[src/rtl/kv_record_stream_parser_assert.svh]
// Assertion macros shared by the parser RTL.
// Each macro expects clk and rst_n in scope.
`ifndef KV_RECORD_STREAM_PARSER_ASSERT_SVH
`define KV_RECORD_STREAM_PARSER_ASSERT_SVH

`ifndef SYNTH

// Check a condition at every clock edge outside reset
`define KVRSP_ASSERT_ALWAYS(label, cond) \
    label: assert property (@(posedge clk) disable iff (!rst_n) (cond)) \
        else $error("kvrsp assertion failed");

// Check that a trigger implies a condition in the same cycle
`define KVRSP_ASSERT_IMPLY(label, trig, cond) \
    label: assert property (@(posedge clk) disable iff (!rst_n) (trig) |-> (cond)) \
        else $error("kvrsp assertion failed");

// Check that a trigger implies a condition in the next cycle
`define KVRSP_ASSERT_NEXT(label, trig, cond) \
    label: assert property (@(posedge clk) disable iff (!rst_n) (trig) |=> (cond)) \
        else $error("kvrsp assertion failed");

`else

`define KVRSP_ASSERT_ALWAYS(label, cond)
`define KVRSP_ASSERT_IMPLY(label, trig, cond)
`define KVRSP_ASSERT_NEXT(label, trig, cond)

`endif

`endif

[src/rtl/kvrsp_pkg.sv]
package kvrsp_pkg;

    // Record header layout
    localparam int HEADER_BYTES = 21;
    localparam int HDR_HELD     = HEADER_BYTES - 1;
    localparam logic [31:0] MAGIC_WORD = 32'h544b5653;

    // Field widths
    localparam int KEY_LEN_W   = 27;
    localparam int VALUE_LEN_W = 29;
    localparam int COUNT_W     = 29;
    localparam int TDATA_W     = 264;
    localparam int TUSER_W     = 3;

    // Limit register reset values
    localparam logic [KEY_LEN_W-1:0]   MAX_KEY_RESET   = KEY_LEN_W'(1 << 26);
    localparam logic [VALUE_LEN_W-1:0] MAX_VALUE_RESET = VALUE_LEN_W'(1 << 28);

    // Configuration register indexes
    localparam logic REG_MAX_KEY_LEN   = 1'b0;
    localparam logic REG_MAX_VALUE_LEN = 1'b1;

    typedef enum logic [1:0] {
        KIND_HEADER = 2'd0,
        KIND_KEY    = 2'd1,
        KIND_VALUE  = 2'd2,
        KIND_ERROR  = 2'd3
    } kind_t;

    typedef enum logic [1:0] {
        ST_OK        = 2'd0,
        ST_CORRUPT   = 2'd1,
        ST_BAD_SIZE  = 2'd2,
        ST_TRUNCATED = 2'd3
    } status_t;

    typedef enum logic [3:0] {
        PH_HEADER = 4'b0001,
        PH_KEY    = 4'b0010,
        PH_VALUE  = 4'b0100,
        PH_ERROR  = 4'b1000
    } phase_t;

    typedef struct packed {
        logic [7:0] data_byte;
        logic       stream_end;
    } in_item_t;

    typedef struct packed {
        kind_t                  out_kind;
        status_t                status;
        logic [63:0]            sequence_res;
        logic                   tombstone;
        logic [KEY_LEN_W-1:0]   key_len;
        logic [VALUE_LEN_W-1:0] value_len;
        logic [63:0]            record_offset;
        logic [63:0]            max_sequence;
        logic [7:0]             payload_byte;
        logic                   last_of_field;
        logic                   record_done;
    } result_t;

    typedef struct packed {
        logic [KEY_LEN_W-1:0]   max_key_len;
        logic [VALUE_LEN_W-1:0] max_value_len;
    } limits_t;

endpackage

[src/rtl/kv_record_stream_parser.sv]
// Channel   Direction  Payload
// s_*       in         tdata: data_byte; tuser: stream_end
// m_*       out        tdata: header/byte fields; tuser: out_kind, record_done;
//                      tlast: last_of_field
// cfg_*     in         cfg_index selects the limit, cfg_data is written to it
//
// One item per cycle sustained while m_tready is high; each item passes through the
// input register and then the result register.
// The rate is set by the single decode step between the two registers.
// rst_n clears the parser to the header phase and the limits to their defaults.
// A stall on m_tready holds the result; s_tready drops only while both stages hold.
// Configuration writes are always taken; cfg_ready is tied high.
`include "kv_record_stream_parser_assert.svh"

module kv_record_stream_parser
    import kvrsp_pkg::*;
(
    input  logic                   clk,
    input  logic                   rst_n,
    input  logic                   s_tvalid,
    output logic                   s_tready,
    input  logic [7:0]             s_tdata,   // data_byte
    input  logic                   s_tuser,   // stream_end
    output logic                   m_tvalid,
    input  logic                   m_tready,
    output logic [TDATA_W-1:0]     m_tdata,   // status, sequence_res, tombstone, key_len,
                                              // value_len, record_offset, max_sequence,
                                              // payload_byte
    output logic [TUSER_W-1:0]     m_tuser,   // out_kind, record_done
    output logic                   m_tlast,   // last_of_field
    input  logic                   cfg_valid,
    output logic                   cfg_ready,
    input  logic                   cfg_index,
    input  logic [VALUE_LEN_W-1:0] cfg_data
);

    logic     item_valid;
    in_item_t item;
    logic     out_free;
    logic     step;
    logic     res_valid;
    result_t  res;
    limits_t  limits_reg;
    limits_t  limits_next;

    assign step      = item_valid && out_free;
    assign cfg_ready = 1'b1;

    // Decode limit register writes
    always_comb
    begin
        limits_next = limits_reg;
        if (cfg_valid)
        begin
            unique case (cfg_index)
                REG_MAX_KEY_LEN:   limits_next.max_key_len   = cfg_data[KEY_LEN_W-1:0];
                REG_MAX_VALUE_LEN: limits_next.max_value_len = cfg_data;
                default:           limits_next = limits_reg;
            endcase
        end
    end

    always_ff @(posedge clk or negedge rst_n)
    begin
        if (!rst_n)
        begin
            limits_reg.max_key_len   <= MAX_KEY_RESET;
            limits_reg.max_value_len <= MAX_VALUE_RESET;
        end
        else
        begin
            limits_reg <= limits_next;
        end
    end

    kvrsp_in_reg u_in_reg (
        .clk        (clk),
        .rst_n      (rst_n),
        .s_tvalid   (s_tvalid),
        .s_tready   (s_tready),
        .s_tdata    (s_tdata),
        .s_tuser    (s_tuser),
        .advance    (step),
        .item_valid (item_valid),
        .item       (item)
    );

    kvrsp_parse u_parse (
        .clk       (clk),
        .rst_n     (rst_n),
        .step      (step),
        .item      (item),
        .limits    (limits_reg),
        .res_valid (res_valid),
        .res       (res)
    );

    kvrsp_out_reg u_out_reg (
        .clk       (clk),
        .rst_n     (rst_n),
        .load      (step),
        .res_valid (res_valid),
        .res       (res),
        .free      (out_free),
        .m_tvalid  (m_tvalid),
        .m_tready  (m_tready),
        .m_tdata   (m_tdata),
        .m_tuser   (m_tuser),
        .m_tlast   (m_tlast)
    );

    // Input back-pressure only comes from a stalled, full result register
    `KVRSP_ASSERT_IMPLY(a_stall_source, !s_tready, m_tvalid && !m_tready)
    // An error is final: nothing follows it
    `KVRSP_ASSERT_NEXT(a_error_final, m_tvalid && m_tready && m_tuser[1:0] == KIND_ERROR,
        !m_tvalid)
    // Field ends only mark key or value bytes
    `KVRSP_ASSERT_IMPLY(a_last_on_payload, m_tvalid && m_tlast,
        m_tuser[1:0] == KIND_KEY || m_tuser[1:0] == KIND_VALUE)
    // Non-error results carry an ok status
    `KVRSP_ASSERT_IMPLY(a_status_ok, m_tvalid && m_tuser[1:0] != KIND_ERROR,
        m_tdata[1:0] == ST_OK)

endmodule

[src/rtl/kvrsp_in_reg.sv]
module kvrsp_in_reg
    import kvrsp_pkg::*;
(
    input  logic       clk,
    input  logic       rst_n,
    input  logic       s_tvalid,
    output logic       s_tready,
    input  logic [7:0] s_tdata,    // [7:0] data_byte
    input  logic       s_tuser,    // [0] stream_end
    input  logic       advance,
    output logic       item_valid,
    output in_item_t   item
);

    logic     valid_reg;
    logic     valid_next;
    in_item_t item_reg;

    // Take a new item whenever the register is empty or drains this cycle
    assign s_tready   = !valid_reg || advance;
    assign valid_next = s_tvalid ? 1'b1 : (advance ? 1'b0 : valid_reg);

    always_ff @(posedge clk or negedge rst_n)
    begin
        if (!rst_n)
        begin
            valid_reg <= 1'b0;
        end
        else if (s_tready)
        begin
            valid_reg <= valid_next;
        end
    end

    // Capture payload on accept
    always_ff @(posedge clk)
    begin
        if (s_tvalid && s_tready)
        begin
            item_reg.data_byte  <= s_tdata;
            item_reg.stream_end <= s_tuser;
        end
    end

    assign item_valid = valid_reg;
    assign item       = item_reg;

endmodule

[src/rtl/kvrsp_parse.sv]
module kvrsp_parse
    import kvrsp_pkg::*;
(
    input  logic     clk,
    input  logic     rst_n,
    input  logic     step,
    input  in_item_t item,
    input  limits_t  limits,
    output logic     res_valid,
    output result_t  res
);

    phase_t               phase_reg, phase_next;
    logic [COUNT_W-1:0]   count_reg, count_next;
    logic [KEY_LEN_W-1:0] key_len_reg, key_len_next;
    logic [VALUE_LEN_W-1:0] value_len_reg, value_len_next;
    logic [63:0]          offset_reg, offset_next;
    logic [63:0]          start_reg, start_next;
    logic [63:0]          max_seq_reg, max_seq_next;
    logic [7:0]           hdr_reg [HDR_HELD];

    logic [COUNT_W-1:0]   count_inc;
    logic [31:0]          magic;
    logic [63:0]          seq;
    logic [31:0]          ks;
    logic [31:0]          vs;
    logic [63:0]          seq_max;
    logic                 hdr_last;

    // Header fields; the final byte comes straight from the input
    assign magic = {hdr_reg[3], hdr_reg[2], hdr_reg[1], hdr_reg[0]};
    assign seq   = {hdr_reg[11], hdr_reg[10], hdr_reg[9], hdr_reg[8],
                    hdr_reg[7], hdr_reg[6], hdr_reg[5], hdr_reg[4]};
    assign ks    = {hdr_reg[16], hdr_reg[15], hdr_reg[14], hdr_reg[13]};
    assign vs    = {item.data_byte, hdr_reg[19], hdr_reg[18], hdr_reg[17]};

    assign seq_max   = (seq > max_seq_reg) ? seq : max_seq_reg;
    assign count_inc = count_reg + COUNT_W'(1);
    assign hdr_last  = (count_reg == COUNT_W'(HDR_HELD));

    // Per-item decode and next state
    always_comb
    begin
        phase_next     = phase_reg;
        count_next     = count_reg;
        key_len_next   = key_len_reg;
        value_len_next = value_len_reg;
        offset_next    = offset_reg;
        start_next     = start_reg;
        max_seq_next   = max_seq_reg;
        res_valid      = 1'b0;
        res            = '0;

        if (step)
        begin
            unique case (phase_reg) inside
                PH_HEADER:
                begin
                    if (item.stream_end)
                    begin
                        if (count_reg != '0)
                        begin
                            res_valid         = 1'b1;
                            res.out_kind      = KIND_ERROR;
                            res.status        = ST_CORRUPT;
                            res.record_offset = start_reg;
                            phase_next        = PH_ERROR;
                        end
                    end
                    else
                    begin
                        offset_next = offset_reg + 64'd1;
                        if (count_reg == '0)
                        begin
                            start_next = offset_reg;
                        end
                        count_next = count_inc;
                        if (hdr_last)
                        begin
                            res_valid         = 1'b1;
                            res.record_offset = start_reg;
                            count_next        = '0;
                            if (magic != MAGIC_WORD)
                            begin
                                res.out_kind = KIND_ERROR;
                                res.status   = ST_CORRUPT;
                                phase_next   = PH_ERROR;
                            end
                            else if (ks > 32'(limits.max_key_len)
                                     || vs > 32'(limits.max_value_len))
                            begin
                                res.out_kind = KIND_ERROR;
                                res.status   = ST_BAD_SIZE;
                                phase_next   = PH_ERROR;
                            end
                            else
                            begin
                                max_seq_next     = seq_max;
                                key_len_next     = ks[KEY_LEN_W-1:0];
                                value_len_next   = vs[VALUE_LEN_W-1:0];
                                res.out_kind     = KIND_HEADER;
                                res.status       = ST_OK;
                                res.sequence_res = seq;
                                res.tombstone    = (hdr_reg[12] != 8'd0);
                                res.key_len      = ks[KEY_LEN_W-1:0];
                                res.value_len    = vs[VALUE_LEN_W-1:0];
                                res.max_sequence = seq_max;
                                res.record_done  = (ks == '0) && (vs == '0);
                                if (ks != '0)
                                begin
                                    phase_next = PH_KEY;
                                end
                                else if (vs != '0)
                                begin
                                    phase_next = PH_VALUE;
                                end
                            end
                        end
                    end
                end
                PH_KEY, PH_VALUE:
                begin
                    if (item.stream_end)
                    begin
                        res_valid         = 1'b1;
                        res.out_kind      = KIND_ERROR;
                        res.status        = ST_TRUNCATED;
                        res.record_offset = start_reg;
                        phase_next        = PH_ERROR;
                    end
                    else
                    begin
                        offset_next      = offset_reg + 64'd1;
                        res_valid        = 1'b1;
                        res.payload_byte = item.data_byte;
                        count_next       = count_inc;
                        if (phase_reg == PH_KEY)
                        begin
                            res.out_kind = KIND_KEY;
                            if (count_inc == COUNT_W'(key_len_reg))
                            begin
                                res.last_of_field = 1'b1;
                                res.record_done   = (value_len_reg == '0);
                                count_next        = '0;
                                phase_next = (value_len_reg != '0) ? PH_VALUE : PH_HEADER;
                            end
                        end
                        else
                        begin
                            res.out_kind = KIND_VALUE;
                            if (count_inc == value_len_reg)
                            begin
                                res.last_of_field = 1'b1;
                                res.record_done   = 1'b1;
                                count_next        = '0;
                                phase_next        = PH_HEADER;
                            end
                        end
                    end
                end
                PH_ERROR:
                begin
                    // drop everything until reset
                end
                default:
                begin
                    phase_next = PH_ERROR;
                end
            endcase
        end
    end

    always_ff @(posedge clk or negedge rst_n)
    begin
        if (!rst_n)
        begin
            phase_reg     <= PH_HEADER;
            count_reg     <= '0;
            key_len_reg   <= '0;
            value_len_reg <= '0;
            offset_reg    <= '0;
            start_reg     <= '0;
            max_seq_reg   <= '0;
        end
        else
        begin
            phase_reg     <= phase_next;
            count_reg     <= count_next;
            key_len_reg   <= key_len_next;
            value_len_reg <= value_len_next;
            offset_reg    <= offset_next;
            start_reg     <= start_next;
            max_seq_reg   <= max_seq_next;
        end
    end

    // Shift header bytes in; the oldest ends up at entry zero
    always_ff @(posedge clk)
    begin
        if (step && phase_reg == PH_HEADER && !item.stream_end)
        begin
            for (int i = 0; i < HDR_HELD - 1; i++)
            begin
                hdr_reg[i] <= hdr_reg[i+1];
            end
            hdr_reg[HDR_HELD-1] <= item.data_byte;
        end
    end

endmodule

[src/rtl/kvrsp_out_reg.sv]
module kvrsp_out_reg
    import kvrsp_pkg::*;
(
    input  logic               clk,
    input  logic               rst_n,
    input  logic               load,
    input  logic               res_valid,
    input  result_t            res,
    output logic               free,
    output logic               m_tvalid,
    input  logic               m_tready,
    output logic [TDATA_W-1:0] m_tdata,  // status, sequence_res, tombstone, key_len,
                                         // value_len, record_offset, max_sequence,
                                         // payload_byte, zero pad
    output logic [TUSER_W-1:0] m_tuser,  // out_kind, record_done
    output logic               m_tlast   // last_of_field
);

    logic    valid_reg;
    logic    valid_next;
    result_t res_reg;

    // Free when empty or the held item leaves this cycle
    assign free = !valid_reg || m_tready;

    always_comb
    begin
        if (load)
        begin
            valid_next = res_valid;
        end
        else if (m_tready)
        begin
            valid_next = 1'b0;
        end
        else
        begin
            valid_next = valid_reg;
        end
    end

    always_ff @(posedge clk or negedge rst_n)
    begin
        if (!rst_n)
        begin
            valid_reg <= 1'b0;
        end
        else
        begin
            valid_reg <= valid_next;
        end
    end

    always_ff @(posedge clk)
    begin
        if (load && res_valid)
        begin
            res_reg <= res;
        end
    end

    // Pack the result fields, lowest first
    assign m_tvalid = valid_reg;
    assign m_tdata  = {5'd0, res_reg.payload_byte, res_reg.max_sequence,
                       res_reg.record_offset, res_reg.value_len, res_reg.key_len,
                       res_reg.tombstone, res_reg.sequence_res, res_reg.status};
    assign m_tuser  = {res_reg.record_done, res_reg.out_kind};
    assign m_tlast  = res_reg.last_of_field;

endmodule

[config.mk]
export PLATFORM = sky130hd
export DESIGN_NAME = kv_record_stream_parser
export DESIGN_NICKNAME = d
export VERILOG_FILES = /design/src/rtl/kvrsp_pkg.sv /design/src/rtl/kv_record_stream_parser.sv /design/src/rtl/kvrsp_in_reg.sv /design/src/rtl/kvrsp_parse.sv /design/src/rtl/kvrsp_out_reg.sv
export VERILOG_INCLUDE_DIRS = /design/src /design/src/rtl
export SDC_FILE = /design/constraint.sdc
export NUM_CORES = 1
export LEC_CHECK = 0
export BUFFER_PORTS_ARGS = -buffer_cell sky130_fd_sc_hd__clkbuf_2
export CAP_MARGIN = 20
export CORE_MARGIN = 5
export CORE_UTILIZATION = 39
export CTS_CLUSTER_DIAMETER = 50
export DETAILED_ROUTE_END_ITERATION = 8
export SLEW_MARGIN = 0
export SYNTH_ARGS = -nofsm -noshare
export SYNTH_HDL_FRONTEND = slang
export SYNTH_HIERARCHICAL = 1
export SYNTH_SLANG_ARGS = --single-unit
[constraint.sdc]
create_clock -name clk -period 10.5 [get_ports clk]
set_input_delay 0 -clock clk [delete_from_list [all_inputs] [get_ports clk]]
set_output_delay 0 -clock clk [all_outputs]
set_load 0.03 [all_outputs]
# Yosys cells after proc, flatten, opt, wreduce, memory -nomap -nowiden
# Memories as Yosys holds them, arrays and structs flattened.
# Cells that the tools add are included.
[totals] mem_count=1 word_cells=148 output_inout_bits=271 register_bits=611 ram_bits=160
[mem_list] memory="u_parse.hdr_reg" words=20 word_bits=8 read_ports=20 rd_clocked_by_memory_dff=0 write_ports=20 line="kvrsp_parse.sv:20" source="logic [7:0] hdr_reg [HDR_HELD];"
[classes] n_reduce_logical=36 eq_ne=15 order_cmp=3 bitwise=9 muxes=58 add_sub_neg=2
[ops] op="$mux 64" count=6
[ops] op="$mux 253" count=1
[ops] op="$mux 121" count=2
[ops] op="$mux 29" count=6
[ops] op="$pmux 64 s2" count=1
[ops] op="$add 64x1->64 const B" count=1
[ops] op="$gt 64x64->1" count=1
[ops] op="$logic_not 32->1" count=2
[ops] op="$reduce_bool 32->1" count=2
[ops] op="$mux 4" count=15
[ops] op="$logic_not 29->1" count=2
[ops] op="$pmux 29 s2" count=1
[ops] op="$reduce_bool 29->1" count=2
[ops] op="$gt 32x27->1" count=1
[ops] op="$gt 32x29->1" count=1
[ops] op="$ne 32x31->1 const B" count=1
[ops] op="$add 29x1->29 const B" count=1
[ops] op="$eq 29x27->1" count=1
[ops] op="$eq 29x29->1" count=1
[ops] op="$eq 29x5->1 const B" count=1
[ops] op="$mux 1" count=15
[ops] op="$mux 2" count=6
[ops] op="$pmux 4 s3" count=1
[ops] op="$not 1->1" count=9
[ops] op="25 further kinds" count=43

# Logic depth before layout (Yosys ltp)
# An unclocked memory read counts as a cell.
[depth] word_depth=9 depth_mapped=14

# By module
# The synthesis kept the hierarchy.
[by_module_without_submodules] module="kvrsp_parse" instances=1 area_per_inst_um2=25723.4 seq_area_each_um2=11837.6 cells_per_inst=2493
[by_module_without_submodules] module="kvrsp_out_reg" instances=1 area_per_inst_um2=7993.9 seq_area_each_um2=7922.6 cells_per_inst=273
[by_module_without_submodules] module="kv_record_stream_parser" instances=1 area_per_inst_um2=2253.4 seq_area_each_um2=1403.8 cells_per_inst=123
[by_module_without_submodules] module="kvrsp_in_reg" instances=1 area_per_inst_um2=324.1 seq_area_each_um2=295.3 cells_per_inst=13

# Worst setup path before layout
# Ideal clock, no wire load.
[synth_path] path_kind="flip-flop to flip-flop" start="reg u_parse.phase_reg[0]" end="reg u_parse.count_reg[10]" stages_incl_launch_ff=10 setup_slack_ps=413 setup_time_ps=83 n_path_buf=2 t_arrival_ps=10005 t_required_ps=10417 cell_sequence="dfstp_2 -> clkbuf_1 -> nand2_1 -> or2_2 -> nor2_1 -> a22oi_1 -> a211oi_1 -> buf_2 -> a21bo_2 -> o21ai_0"
[synth_via] elab_chain_cells=4 elab_cells_between_ends=11
[synth_rtl] element="start, declared" line="kvrsp_parse.sv:13" source="phase_t phase_reg, phase_next;"
[synth_rtl] element="start signal, assigned" line="kvrsp_parse.sv:187" source="phase_reg <= phase_next;"
[synth_rtl] element="$eq 4x2->1 / $eq 4x3->1 (equally long branches)"
[synth_rtl] element="$reduce_or 2->1 / $mux 29 (equally long branches)" line="kvrsp_parse.sv:56, kvrsp_parse.sv:137"
[synth_rtl] element="$ne 2x2->1 (no source line), or another cell as far along"
[synth_rtl] element="$reduce_and 4->1 (no source line) / $pmux 29 s2 (equally long branches)"
[synth_rtl] element="end signal, assigned" line="kvrsp_parse.sv:188" source="count_reg <= count_next;"
[synth_rtl] element="end, declared" line="kvrsp_parse.sv:14" source="logic [COUNT_W-1:0] count_reg, count_next;"
# Several ways; a longest one is shown, not always the timed one. The select of a mux whose other input is x is not followed.
# A chain may end at the register's enable or synchronous reset.

==> metrics.md <==
| Metric | Value |
|---|---|
| Cell depth of the worst flop-to-flop path | 10 |
| Cell taking the most area after synthesis | sky130_fd_sc_hd__edfxtp_1 |
| Maximum clock skew at final layout | a little under 0.03 ns |
| Endpoint required time on the critical path | between 10 and 15 ns |
| Sum Neg Setup Slack | 0 ns |
| Design Area, Final | 0.04261 sq mm |
| Width of the chip | 315.1 microns |
| H-tree depth | 3 |
| Worst ir drop on vdd | roughly 0.13 mV |
| Chain of cells forming the critical path | ha_1 -> nand4_1 -> or4_1 -> a21oi_1 -> nor4_1 -> o2bb2ai_1 -> or2_4 -> buf_4 -> nor2_1 -> a21o_1 |
| Type of the worst min-delay path | in -> reg |
| Die height | roughly 320 microns |
| Number of placed I/O pins | 315 |
| Cell with the most instances after synthesis | sky130_fd_sc_hd__edfxtp_1 |
| Power share of the combinational group | 3.2% |
| Tcrit/Tclk final | 45.54% |
| Total number of yosys warnings | 6 |
| Reported net switching power | 0.001476 W |
| Sequential-to-total area share from yosys stat | 59.13% |
| Clock root buffer | sky130_fd_sc_hd__clkbuf_16 |
| Cell class contributing the biggest share of worst-path delay | simple AND/OR/NAND/NOR gates |
| Total via count in the routed design | 25108 |
| Number of buffers inserted by hold repair at cts | 51 |
| Final Hold Viols | 0 |
| Number of setup violations in the final report | 0 |
| Slowest cell on the critical path | sky130_fd_sc_hd__or2_4 |
| Global route overflow | 0 |
| Total clock buffers created by CTS | 96 |
| Vias in the first global route | 24571 |
| Kind of capture point of the worst setup path | flop |
| Highest Clock Rate | 0.2091 GHz |
| CTS-repair resized insts | 0 |
| Fraction of layout cells with a size suffix above 1 | 21.82% |
| Std-Cell Rows | 111 |
| Number of buffers inserted to repair setup after CTS | 0 |
| Final Wtd Congestion | 0.9746 |
| Predominant post-synthesis flop cell | sky130_fd_sc_hd__edfxtp_1 |
| Post-synth EDFFs | ~430 |
| Final critical path time including I/O delays and setup | 4.782 ns |
| Hold path startpoint | s_tdata[6] |
| Sequential Power Share | between 40% and 50% |
| Net count of the finished layout | 3385 |
| Netlist cell types | between 90 and 100 |
| RR Endpoint | u_parse/value_len_reg[0] |
| Area post-placement | between 0.03 and 0.04 sq mm |
| Net switching share of the total power | 22.10% |
| CP Launch Point | u_parse/hdr_reg[3][20] |
| Worst Tran Pin Value | 1.280 ns |
| Synth async-reset ratio | 43.97% |
| CORE AREA | 0.09208 sq mm |
| Final number of max-transition violations | 0 |
| Tightest slew margin relative to the limit | between 10% and 20% |
| Power density cells | 156.8 mW/mm^2 |
| RSZ-0062 raised after global routing | false |
| Worst Hold Path Cells | 2 |
| Flip-flop count of the largest register, all copies and words added | 259 |
| Static Leak | 16.64 nW |
| Routed len/inst | around 23 microns |
| Clock latency on the worst-skew pair | 0.66 ns |
| Max-cap violations | 0 |
| Sink Count | 771 |
| Cell count after synthesis | just under 3000 |
| Cell Int Power | roughly 0.0052 W |
| Largest net degree at the start of global routing | between 150 and 200 |
| Synthesized flop and latch total | 771 |
| Nature of the critical path startpoint | flop |
| Initial antenna violation count | 1 |
| Result of the run | complete, no violations |
| Min-Delay Endpoint | u_in_reg/item[7] |
| Number of buffers inserted by port buffering | 308 |
| Pre-CTS setup slack | roughly 5.8 ns |
| Fraction of power consumed by the clock network | 48.2% |
| Mean post-synth cell area | 12.51 sq um |
| Fin worst setup slack | 5.718 ns |
| DRT Wirelength | roughly 110000 microns |
| Deepest clock path buffer count | 3 |
| Global-route usage over all layers | 20.83% |
| Worst path buffer plus inverter count | 1 |
| Half-perimeter wire length of the detailed placement result | 73450 microns |
| Post-detailed-route DRC marker count | 0 |
| Synthesis-to-layout area growth | 17.41% |
| Count of TritonRoute iterations in the first routing pass | 6 |
| Dominant cells by area after synthesis | sky130_fd_sc_hd__edfxtp_1 (36%), sky130_fd_sc_hd__dfrtp_1 (23%), sky130_fd_sc_hd__mux2_2 (4.8%), sky130_fd_sc_hd__ha_1 (4.2%), sky130_fd_sc_hd__and2_1 (3.3%) |
| Post-Place Cells | 4312 |
| Post-route insts no fill | 4544 |
| Area fraction of the dominant cell type after synthesis | 35.74% |
| CTS tree | built |
| Number of vias per cell after detailed routing | 5.526 |
| Layout filler cell count | 8398 |
| Netlist area before placement | 0.03629 sq mm |
| Remaining antenna violation count | 0 |
| Reg clk slew, reported paths | 0.06 ns |
| Total Die Area | 0.09927 sq mm |
| Arrival time reported for the critical path endpoint | 5.33 ns |
| Top cells by count, synth | sky130_fd_sc_hd__edfxtp_1 (432), sky130_fd_sc_hd__dfrtp_1 (336), sky130_fd_sc_hd__and2_1 (193) |
| RR Startpoint | u_parse/hdr_reg[3][20] |
| Reg2Reg Setup Slack | 5.72 ns |
| Delay of the slowest cell on the worst path | about 1.0 ns |
| Crit Path Max Fanout | 78 |
| Global-route wire length before repair | 158400 microns |
| Setup CP Type | reg -> reg |
| Number of violations reported at the end of detailed-routing iteration 0 | around 2300 |
| Initial standard-cell utilization of the core | 39.42% |
-- cell families after synthesis --
| logic type | share of synthesized area, % |
|---|---|
| AO/OA/AOI/OAI | 11.03 |
| XOR/XNOR | 3.230 |
| adder cells (fa/ha/maj) | 4.240 |
| buffers and inverters | 3.733 |
| flip-flops | 59.13 |
| multiplexers | 6.191 |
| other | 0.02069 |
| AND/OR/NAND/NOR | 12.43 |
-- worst reg2reg max path, delay by kind of cell, from the launching register on --
kind	cells	cell delay, ns
compound gates	3	1.28
fa+ha+maj	1	0.33
buf+inv	1	0.64
flops	1	0.46
simple gates	5	1.96
-- routing by layer --
metal | up-vias | track usage, % | share of wire, %
met3 | 203 | 5.009 | 7.9
met2 | 1010 | 31.51 | 44
met1 | 12388 | 29.45 | 44
li1 | 11507 | - | -
met5 | - | 0 | 0
met4 | 0 | 7.253 | 3.6
-- cells in the final DEF (no fill, tap or decap), types with 73 or more instances in the layout --
cell type and count:
sky130_fd_sc_hd__mux2_2 154, sky130_fd_sc_hd__xnor2_1 86, sky130_fd_sc_hd__a21oi_1 136, sky130_fd_sc_hd__dfrtp_1 336, sky130_fd_sc_hd__o211ai_1 75, sky130_fd_sc_hd__clkbuf_16 99, sky130_fd_sc_hd__clkbuf_2 307, sky130_fd_sc_hd__nor2_1 73
sky130_fd_sc_hd__nand3_1 87, sky130_fd_sc_hd__edfxtp_1 432, sky130_fd_sc_hd__ha_1 123, sky130_fd_sc_hd__inv_1 151, sky130_fd_sc_hd__o21ai_0 111, sky130_fd_sc_hd__nand2_1 105, sky130_fd_sc_hd__and2_1 193
-- power by group through the flow --
| stage | registers [W] | clock network (W) | logic, W |
|---|---|---|---|
| 2_1_floorplan | 0.00329 | 0 | 0.000130 |
| 3_3_place_gp | 0.00330 | 0 | 0.000195 |
| 3_5_place_dp | 0.00330 | 0 | 0.000199 |
| 4_1_cts | 0.00325 | 0.00329 | 0.000219 |
| 5_1_grt | 0.00325 | 0.00343 | 0.000244 |
| 6_report | 0.00325 | 0.00322 | 0.000216 |
-- layout make-up --
class	instances	area (sq um)	area share, %
Timing Repair Buffer	387	2310	5.420
Clock buffer	124	2631	6.175
Tap cell	1243	1555	3.650
Inverter	151	566.8	1.330
Sequential cell	771	21460	50.36
Antenna cell	1	2.502	0.005872
Multi-Input combinational cell	1811	13590	31.90
Clock inverter	56	495.5	1.163
-- worst max-delay path by stage --
stage,to,slack [ns],cells after the start
after global placement,u_parse/value_len_reg[0],5.90,10
after global routing,u_parse/value_len_reg[0],5.42,12
after CTS,u_parse/value_len_reg[0],5.82,10
after detailed placement,u_parse/value_len_reg[0],5.82,10
final,u_parse/value_len_reg[0],5.72,10
after floorplan,u_parse/count_reg[10],0.41,9
-- metrics by stage --
stage	hold WS (ns)	total power [W]	utilization (%)
after floorplan	-0.2956	0.003418	-
after global placement	0.07137	0.003498	42.29
after detailed placement	0.07741	0.003503	42.30
after CTS	0.01793	0.006757	46.28
after global routing	0.04116	0.006926	46.28
final	0.06359	0.006681	46.28
Power figures use the tool's default switching activity.
